[config.mk]
export PLATFORM = sky130hd
export DESIGN_NAME = ps_adpcm_block_decoder
export DESIGN_NICKNAME = d
export VERILOG_FILES = /design/src/sv/psad_pkg.sv /design/src/sv/ps_adpcm_block_decoder.sv /design/src/sv/psad_mac.sv
export SDC_FILE = /design/constraint.sdc
export NUM_CORES = 1
export LEC_CHECK = 0
export BUFFER_PORTS_ARGS = -buffer_cell sky130_fd_sc_hd__buf_2
export CELL_PAD_IN_SITES_DETAIL_PLACEMENT = 1
export CELL_PAD_IN_SITES_GLOBAL_PLACEMENT = 1
export CORE_MARGIN = 3
export CORE_UTILIZATION = 53
export DETAILED_ROUTE_END_ITERATION = 10
export GPL_ROUTABILITY_DRIVEN = 1
export PLACE_DENSITY = 0.86
export SKIP_CTS_REPAIR_TIMING = 1
export SLEW_MARGIN = 20
export SYNTH_ARGS = -nofsm -noshare
export SYNTH_HDL_FRONTEND = slang
export SYNTH_SLANG_ARGS = --single-unit
[constraint.sdc]
create_clock -name clk -period 11.4 [get_ports clk]
set_input_delay 2.28 -clock clk [delete_from_list [all_inputs] [get_ports clk]]
set_output_delay 2.28 -clock clk [all_outputs]
set_load 0.05 [all_outputs]
[src/sv/psad_pkg.sv]
// Package for the block ADPCM decoder: address width, sequencer states,
// the multiply-accumulate control struct and the prediction coefficient tables.
// Depends on nothing; every other file of the block imports it.
package psad_pkg;

	localparam int ADDR_BITS = 21;
	localparam int CFG_W     = 21;
	localparam int NEXT_W    = 21;
	localparam int ACC_W     = 25;

	typedef logic [ADDR_BITS-1:0] addr_t;

	typedef enum logic [2:0] {
		ST_IDLE,
		ST_MUL_A,
		ST_MUL_B,
		ST_FINISH,
		ST_OUT
	} state_t;

	typedef struct packed {
		logic en;
		logic first;
	} mac_ctl_t;

	localparam logic [3:0] POS_HEADER = 4'd0;
	localparam logic [3:0] POS_FLAGS  = 4'd1;
	localparam logic [3:0] POS_LAST   = 4'd15;

	localparam logic [2:0] FILTER_MAX = 3'd4;

	// Coefficient applied to the newest sample. Codes above four share the last row.
	function automatic logic signed [7:0] coef_a(input logic [2:0] f);
		logic signed [7:0] c;
		case (f)
			3'd0: c = 8'sd0;
			3'd1: c = 8'sd60;
			3'd2: c = 8'sd115;
			3'd3: c = 8'sd98;
			default: c = 8'sd122;
		endcase
		return c;
	endfunction

	// Coefficient applied to the older sample.
	function automatic logic signed [7:0] coef_b(input logic [2:0] f);
		logic signed [7:0] c;
		case (f)
			3'd0: c = 8'sd0;
			3'd1: c = 8'sd0;
			3'd2: c = -8'sd52;
			3'd3: c = -8'sd55;
			default: c = -8'sd60;
		endcase
		return c;
	endfunction

endpackage

[src/sv/ps_adpcm_block_decoder.sv]
// Top level of the block ADPCM decoder: sequencer, voice state and sample finish.
// Depends on psad_pkg and instantiates psad_mac.
//
//  channel  signals                                         direction
//  in       in_valid, in_ready, restart, byte_value         transfer into block
//  out      out_valid, out_ready, sample, last_of_item,     transfer out of block
//           block_complete, next_address, voice_stopped
//  cfg      cfg_we, cfg_wdata (start_address)               write, no handshake
//
// A header or flags byte, or a byte dropped by a stopped voice, is taken in the idle state.
// A data byte is taken in the idle state; each of its nibbles then passes through
// ST_MUL_A and ST_MUL_B on the shared multiply-accumulate unit (two products), then
// ST_FINISH (round, add and clamp) and ST_OUT, which holds the sample until taken.
// in_ready is high only in the idle state; an output stall holds the sequencer.
// Reset is asynchronous and leaves the voice stopped until a restart.
module ps_adpcm_block_decoder (
	input  logic                        clk,
	input  logic                        arst_n,
	input  logic                        cfg_we,
	input  logic [psad_pkg::CFG_W-1:0]  cfg_wdata,
	input  logic                        in_valid,
	output logic                        in_ready,
	input  logic                        restart,
	input  logic [7:0]                  byte_value,
	output logic                        out_valid,
	input  logic                        out_ready,
	output logic signed [15:0]          sample,
	output logic                        last_of_item,
	output logic                        block_complete,
	output logic [psad_pkg::NEXT_W-1:0] next_address,
	output logic                        voice_stopped
);
	import psad_pkg::*;

	state_t state_q, state_d;

	logic [CFG_W-1:0] start_q;
	logic [3:0]       pos_q;
	logic [3:0]       shift_q;
	logic [2:0]       filter_q;
	logic             end_flag_q;
	logic signed [15:0] newest_q, older_q;
	addr_t            block_addr_q, loop_addr_q;
	logic             looping_q, stopped_q;
	logic [7:0]       byte_q;
	logic             nib_sel_q;
	logic             last_byte_q;

	logic signed [15:0] sample_q;
	logic             last_q, complete_q, halt_q;
	logic [NEXT_W-1:0] next_q;

	logic             stop_eff;
	logic [3:0]       pos_eff;
	logic             in_xfer, out_xfer;
	mac_ctl_t         mac_ctl;
	logic signed [15:0] mac_operand;
	logic signed [7:0]  mac_coef;
	logic signed [ACC_W-1:0] acc;

	logic [3:0]              nibble;
	logic signed [15:0]      base;
	logic signed [ACC_W-1:0] rounded, pred, total;
	logic signed [15:0]      clamped;
	addr_t                   seq_addr, next_addr;
	logic                    halt;
	logic [2:0]              filter_in;

	assign stop_eff = restart ? 1'b0 : stopped_q;
	assign pos_eff  = restart ? POS_HEADER : pos_q;
	assign in_xfer  = in_valid && in_ready;
	assign out_xfer = out_valid && out_ready;

	// Sample finish: scaled nibble plus rounded prediction, clamped to 16 bits.
	assign nibble  = nib_sel_q ? byte_q[7:4] : byte_q[3:0];
	assign base    = $signed({nibble, 12'b0}) >>> shift_q;
	assign rounded = acc + ACC_W'(32);
	assign pred    = rounded >>> 6;
	assign total   = ACC_W'(base) + pred;

	always_comb begin
		if (total > ACC_W'(32767)) begin
			clamped = 16'sh7FFF;
		end else if (total < -ACC_W'(32768)) begin
			clamped = -16'sh8000;
		end else begin
			clamped = total[15:0];
		end
	end

	// End of block: advance, loop back, or stop.
	assign seq_addr  = block_addr_q + addr_t'(16);
	assign halt      = end_flag_q && !looping_q;
	assign next_addr = (end_flag_q && looping_q) ? loop_addr_q : seq_addr;
	assign filter_in = (byte_value[6:4] > FILTER_MAX) ? FILTER_MAX : byte_value[6:4];

	always_comb begin
		state_d     = state_q;
		in_ready    = 1'b0;
		out_valid   = 1'b0;
		mac_ctl     = '{en: 1'b0, first: 1'b0};
		mac_operand = newest_q;
		mac_coef    = coef_a(filter_q);
		case (state_q)
			ST_IDLE: begin
				in_ready = 1'b1;
				if (in_valid && !stop_eff && pos_eff != POS_HEADER && pos_eff != POS_FLAGS) begin
					state_d = ST_MUL_A;
				end
			end
			ST_MUL_A: begin
				mac_ctl = '{en: 1'b1, first: 1'b1};
				state_d = ST_MUL_B;
			end
			ST_MUL_B: begin
				mac_ctl     = '{en: 1'b1, first: 1'b0};
				mac_operand = older_q;
				mac_coef    = coef_b(filter_q);
				state_d     = ST_FINISH;
			end
			ST_FINISH: begin
				state_d = ST_OUT;
			end
			ST_OUT: begin
				out_valid = 1'b1;
				if (out_ready) begin
					state_d = nib_sel_q ? ST_IDLE : ST_MUL_A;
				end
			end
			default: begin
				state_d = ST_IDLE;
			end
		endcase
	end

	always_ff @(posedge clk or negedge arst_n) begin
		if (!arst_n) begin
			state_q <= ST_IDLE;
		end else begin
			state_q <= state_d;
		end
	end

	always_ff @(posedge clk or negedge arst_n) begin
		if (!arst_n) begin
			start_q      <= '0;
			pos_q        <= '0;
			shift_q      <= '0;
			filter_q     <= '0;
			end_flag_q   <= 1'b0;
			newest_q     <= '0;
			older_q      <= '0;
			block_addr_q <= '0;
			loop_addr_q  <= '0;
			looping_q    <= 1'b0;
			stopped_q    <= 1'b1;
			nib_sel_q    <= 1'b0;
			last_byte_q  <= 1'b0;
		end else begin
			if (cfg_we) begin
				start_q <= cfg_wdata;
			end
			if (in_xfer) begin
				if (restart) begin
					block_addr_q <= addr_t'(start_q);
					newest_q     <= '0;
					older_q      <= '0;
					looping_q    <= 1'b0;
					end_flag_q   <= 1'b0;
					stopped_q    <= 1'b0;
				end
				if (!stop_eff) begin
					pos_q <= pos_eff + 4'd1;
					if (pos_eff == POS_HEADER) begin
						shift_q  <= byte_value[3:0];
						filter_q <= filter_in;
					end else if (pos_eff == POS_FLAGS) begin
						end_flag_q <= byte_value[0];
						if (byte_value[2]) begin
							loop_addr_q <= block_addr_q;
							looping_q   <= 1'b1;
						end
					end else begin
						nib_sel_q   <= 1'b0;
						last_byte_q <= (pos_eff == POS_LAST);
					end
				end
			end
			if (state_q == ST_FINISH) begin
				older_q  <= newest_q;
				newest_q <= clamped;
				if (nib_sel_q && last_byte_q) begin
					block_addr_q <= next_addr;
					if (halt) begin
						stopped_q <= 1'b1;
					end
				end
			end
			if (state_q == ST_OUT && out_xfer && !nib_sel_q) begin
				nib_sel_q <= 1'b1;
			end
		end
	end

	// Output register; payload needs no reset.
	always_ff @(posedge clk) begin
		if (state_q == ST_FINISH) begin
			sample_q   <= clamped;
			last_q     <= nib_sel_q;
			complete_q <= nib_sel_q && last_byte_q;
			if (nib_sel_q && last_byte_q) begin
				next_q <= NEXT_W'(next_addr);
				halt_q <= halt;
			end else begin
				next_q <= '0;
				halt_q <= 1'b0;
			end
		end
		if (in_xfer && !stop_eff && pos_eff != POS_HEADER && pos_eff != POS_FLAGS) begin
			byte_q <= byte_value;
		end
	end

	psad_mac u_mac (
		.clk     (clk),
		.ctl     (mac_ctl),
		.operand (mac_operand),
		.coef    (mac_coef),
		.acc     (acc)
	);

	assign sample         = sample_q;
	assign last_of_item   = last_q;
	assign block_complete = complete_q;
	assign next_address   = next_q;
	assign voice_stopped  = halt_q;

endmodule

[src/sv/psad_mac.sv]
// Shared multiply-accumulate unit for the two-tap prediction.
// Depends on psad_pkg for the accumulator width and the control struct.
// One 16x8 signed product per cycle while ctl.en is high, loaded or added into the accumulator.
module psad_mac (
	input  logic                             clk,
	input  psad_pkg::mac_ctl_t               ctl,
	input  logic signed [15:0]               operand,
	input  logic signed [7:0]                coef,
	output logic signed [psad_pkg::ACC_W-1:0] acc
);
	import psad_pkg::*;

	logic signed [23:0]      prod;
	logic signed [ACC_W-1:0] prod_ext;
	logic signed [ACC_W-1:0] acc_q;

	assign prod     = operand * coef;
	assign prod_ext = ACC_W'(prod);

	always_ff @(posedge clk) begin
		if (ctl.en) begin
			if (ctl.first) begin
				acc_q <= prod_ext;
			end else begin
				acc_q <= acc_q + prod_ext;
			end
		end
	end

	assign acc = acc_q;

endmodule

==> impl_metrics.json <==
{
  "worst_path_max_delay_cell": "fa_1",
  "yosys.area_share.simple": 0.154,
  "timing.fmax_ghz": 0.118,
  "hold_class": "reg -> reg",
  "cp.arrival_ns": 8.70,
  "clk_pin_slew_ns": 0.09,
  "finalHoldViolations": 0,
  "grt_setup_unrepaired": "no",
  "synth.largest_area_cell": "dfrtp_1",
  "drc": 0,
  "post_layout_nets": 1891,
  "clock_tree.buffer_depth": 2,
  "yosys_warnings": 0,
  "worst_pin_slew_ns": 1.12,
  "syn_to_layout_area_delta_pct": 9.37,
  "netlist-cell-type-count": 61,
  "postSynth.asyncResetShare": 0.610,
  "final_max_slew_viols": 0,
  "netlist.area_leader.share": 0.188,
  "critical_path.max_stage_delay_ns": 0.54,
  "worst-endpoint-required_ns": 11.62,
  "floorplan.initialDensity": 0.540,
  "worst_setup_path_start_kind": "flip-flop",
  "grt_first_pass_wirelength_um": 75900,
  "skew_ns": 0.0207,
  "via_count": 12500,
  "yosys_most_used_dff": "dfrtp_1",
  "drtPass1Iterations": 5,
  "antenna_cells_inserted": 0,
  "max-slew-margin-rel": 0.252,
  "post_route_cells_drive_above_1_share": 0.138,
  "viasPerCell": 6.09,
  "setup_tns_ns": 0,
  "ant_nets": 0,
  "post_synth_main_area_contributors": "dfrtp_1 19%, edfxtp_1 15%, fa_1 14%, ha_1 7.9%, mux2_2 5.0%",
  "die_width_um": 175,
  "final_number_of_setup_violating_endpoints": 0,
  "clock_tree_root_driver_cell": "clkbuf_16",
  "postSynthRegisterBits": 187,
  "yosys-mux-area-fraction": 0.0675,
  "timing.critical_path.fanout_max": 16,
  "synth_compound_area_frac": 0.114,
  "synth.yosys.seq_area_share": 0.335,
  "synth-edff-count": 73,
  "cts_buffer_count": 17,
  "synth_fa_ha_area_frac": 0.218,
  "holdWs_ns": 0.511,
  "largest_family_of_logic_cells_by_synthesized_area": "adder cells",
  "finalCritPeriodShare": 0.744,
  "run_status": "completed",
  "gpl_wtd_cong": 0.883,
  "maxCapViolCount": 0,
  "route.final.wire_length_um": 47500,
  "layout_min_cycle_time_ns": 8.49,
  "die_h_um": 175,
  "detailedRoute.firstIterationViolations": 868,
  "synthesized_netlist_net_count": 1834,
  "yosys.area_share.xor_xnor": 0.0529,
  "hpwlAfterDp_um": 32800,
  "io_pins": 77,
  "sum_of_overflow_across_all_layers_after_global_routing": 0,
  "floorplan.die_area_um2": 30500,
  "grt_antenna_before_repair": 0,
  "largest_net_degree_at_the_start_of_global_routing": 73,
  "clock_sinks": 187,
  "rows": 61,
  "insertion_delay_ns": 0.48,
  "fill_cells": 3243,
  "grtUsageTotal": 0.318,
  "htree_levels": 4,
  "postSynthAreaPerCell_um2": 9.43,
  "netlist_area_um2": 15100,
  "wl_per_cell_um": 23.2,
  "worstSetupPathType": "reg -> reg",
  "synthCells": 1599,
  "core_area_um2": 27900,
  "critical_path.endpoint_type": "flip-flop",
  "tritoncts": "yes",
  "port_buffers": 76,
  "grt_pass1_vias": 14000
}
==> layer usage <==
metal / track usage / vias up / routed length (um)
li1: - / 5448 / -
met4: 0.146 / 0 / 2160
met5: 0 / - / 0
met3: 0.0432 / 159 / 2460
met2: 0.558 / 478 / 24300
met1: 0.391 / 6373 / 18600
==> synth_stat cells, types with 5 or more instances <==
library cell  instances
o21a_1               10
a31oi_1               7
xnor2_1              60
o31ai_1               6
and3_1               10
and2_1               40
o21ai_1               5
nor3_1               21
a211oi_1              9
o21ai_0              57
nand2_1             172
inv_1               176
nor2_1              173
edfxtp_1             73
nand2b_1              9
o21bai_1              6
a21oi_1             113
fa_1                105
ha_1                 95
mux2i_1              24
a21oi_2              10
nor2b_1              14
dfrtp_1             113
or3_1                 7
clkbuf_1             45
o22ai_1               6
a21o_1               24
mux2_2               67
nand3_1              48
buf_1                 5
xor2_1               31
or2_2                14
nand4_1               8
==> state kept, by name (all words and copies together), names as in the netlist, 3 cells and up <==
signal	flops
next_address	21
shift_q	4
pos_q	4
state_q	3
block_addr_q	21
start_q	21
sample	16
u_mac.acc	25
newest_q	16
byte_q	8
loop_addr_q	21
filter_q	3
older_q	16
==> critical path, delay by kind of cell, from the launching register on <==
family	cells	cell delay (ns)
xor gates and xnor gates	4	0.57
and+or+nand+nor	6	1.80
buffers and inverters	5	0.58
adders and majority gates	6	2.75
DFF	1	0.42
AOI/OAI and AO/OA	10	2.11
==> stage by stage <==
step	worst slack (ns)	util	area (um2)	instances
after global placement	3.09	0.567	15800	2015
after detailed placement	2.72	0.567	15800	2015
after CTS	2.65	0.590	16500	2047
final	2.91	0.590	16500	2047
after global routing	2.40	0.590	16500	2047
after floorplan	3.81	-	15100	1599
==> placed cells by master, fill, tap and decap left out, types with 4 or more instances in the layout <==
cell type	count
a211oi_1	9
a21o_1	24
a21oi_1	113
a21oi_2	10
a31oi_1	7
and2_1	40
and3_1	9
buf_2	75
buf_4	15
clkbuf_16	17
dfrtp_1	113
edfxtp_1	73
fa_1	105
ha_1	95
inv_1	176
inv_12	9
mux2_2	67
mux2i_1	24
nand2_1	171
nand2b_1	9
nand3_1	47
nand4_1	8
nor2_1	172
nor2b_1	14
nor3_1	20
o21a_1	10
o21ai_0	57
o21ai_1	4
o21bai_1	6
o22ai_1	6
o31ai_1	6
or2_2	14
or3_1	7
xnor2_1	60
xor2_1	31
==> area by class of cell <==
cell class / count / area (um2) / area share
well taps: 378 / 473 / 0.0287
multi-input cells: 1183 / 9170 / 0.556
clock buffers: 17 / 425 / 0.0258
repair buffers: 90 / 488 / 0.0296
inverters: 177 / 664 / 0.0403
flip-flops and latches: 187 / 5050 / 0.306
clock inverters: 15 / 220 / 0.0134
==> final timing paths <==
kind | startpoint | slack, ns | cells after the start | endpoint
worst max-delay path | state_q[1]$_DFFE_PN0P_ | 2.91 | 31 | u_mac.acc[24]$_DFFE_PN_
worst min-delay path | start_q[5]$_DFFE_PN0P_ | 0.51 | 1 | start_q[5]$_DFFE_PN0P_
worst max register to register | state_q[1]$_DFFE_PN0P_ | 2.91 | 31 | u_mac.acc[24]$_DFFE_PN_
worst min register to register | start_q[5]$_DFFE_PN0P_ | 0.51 | 1 | start_q[5]$_DFFE_PN0P_
max in group asynchronous | arst_n | 8.22 | 2 | filter_q[2]$_DFFE_PN0P_
min in group asynchronous | arst_n | 1.84 | 1 | start_q[12]$_DFFE_PN0P_
==> kinds of logic (layout without fill, tap and decap cells) <==
| group | Yosys count | after routing |
|---|---|---|
| compound gates | 278 | 278 |
| xor+xnor | 91 | 91 |
| fa+ha+maj | 200 | 200 |
| buf+inv | 229 | 299 |
| flops | 187 | 187 |
| mux | 92 | 92 |
| simple gates | 522 | 522 |
Power is not shown: default switching activity piles up to over one toggle a cycle in this logic, so the estimate is an artifact.
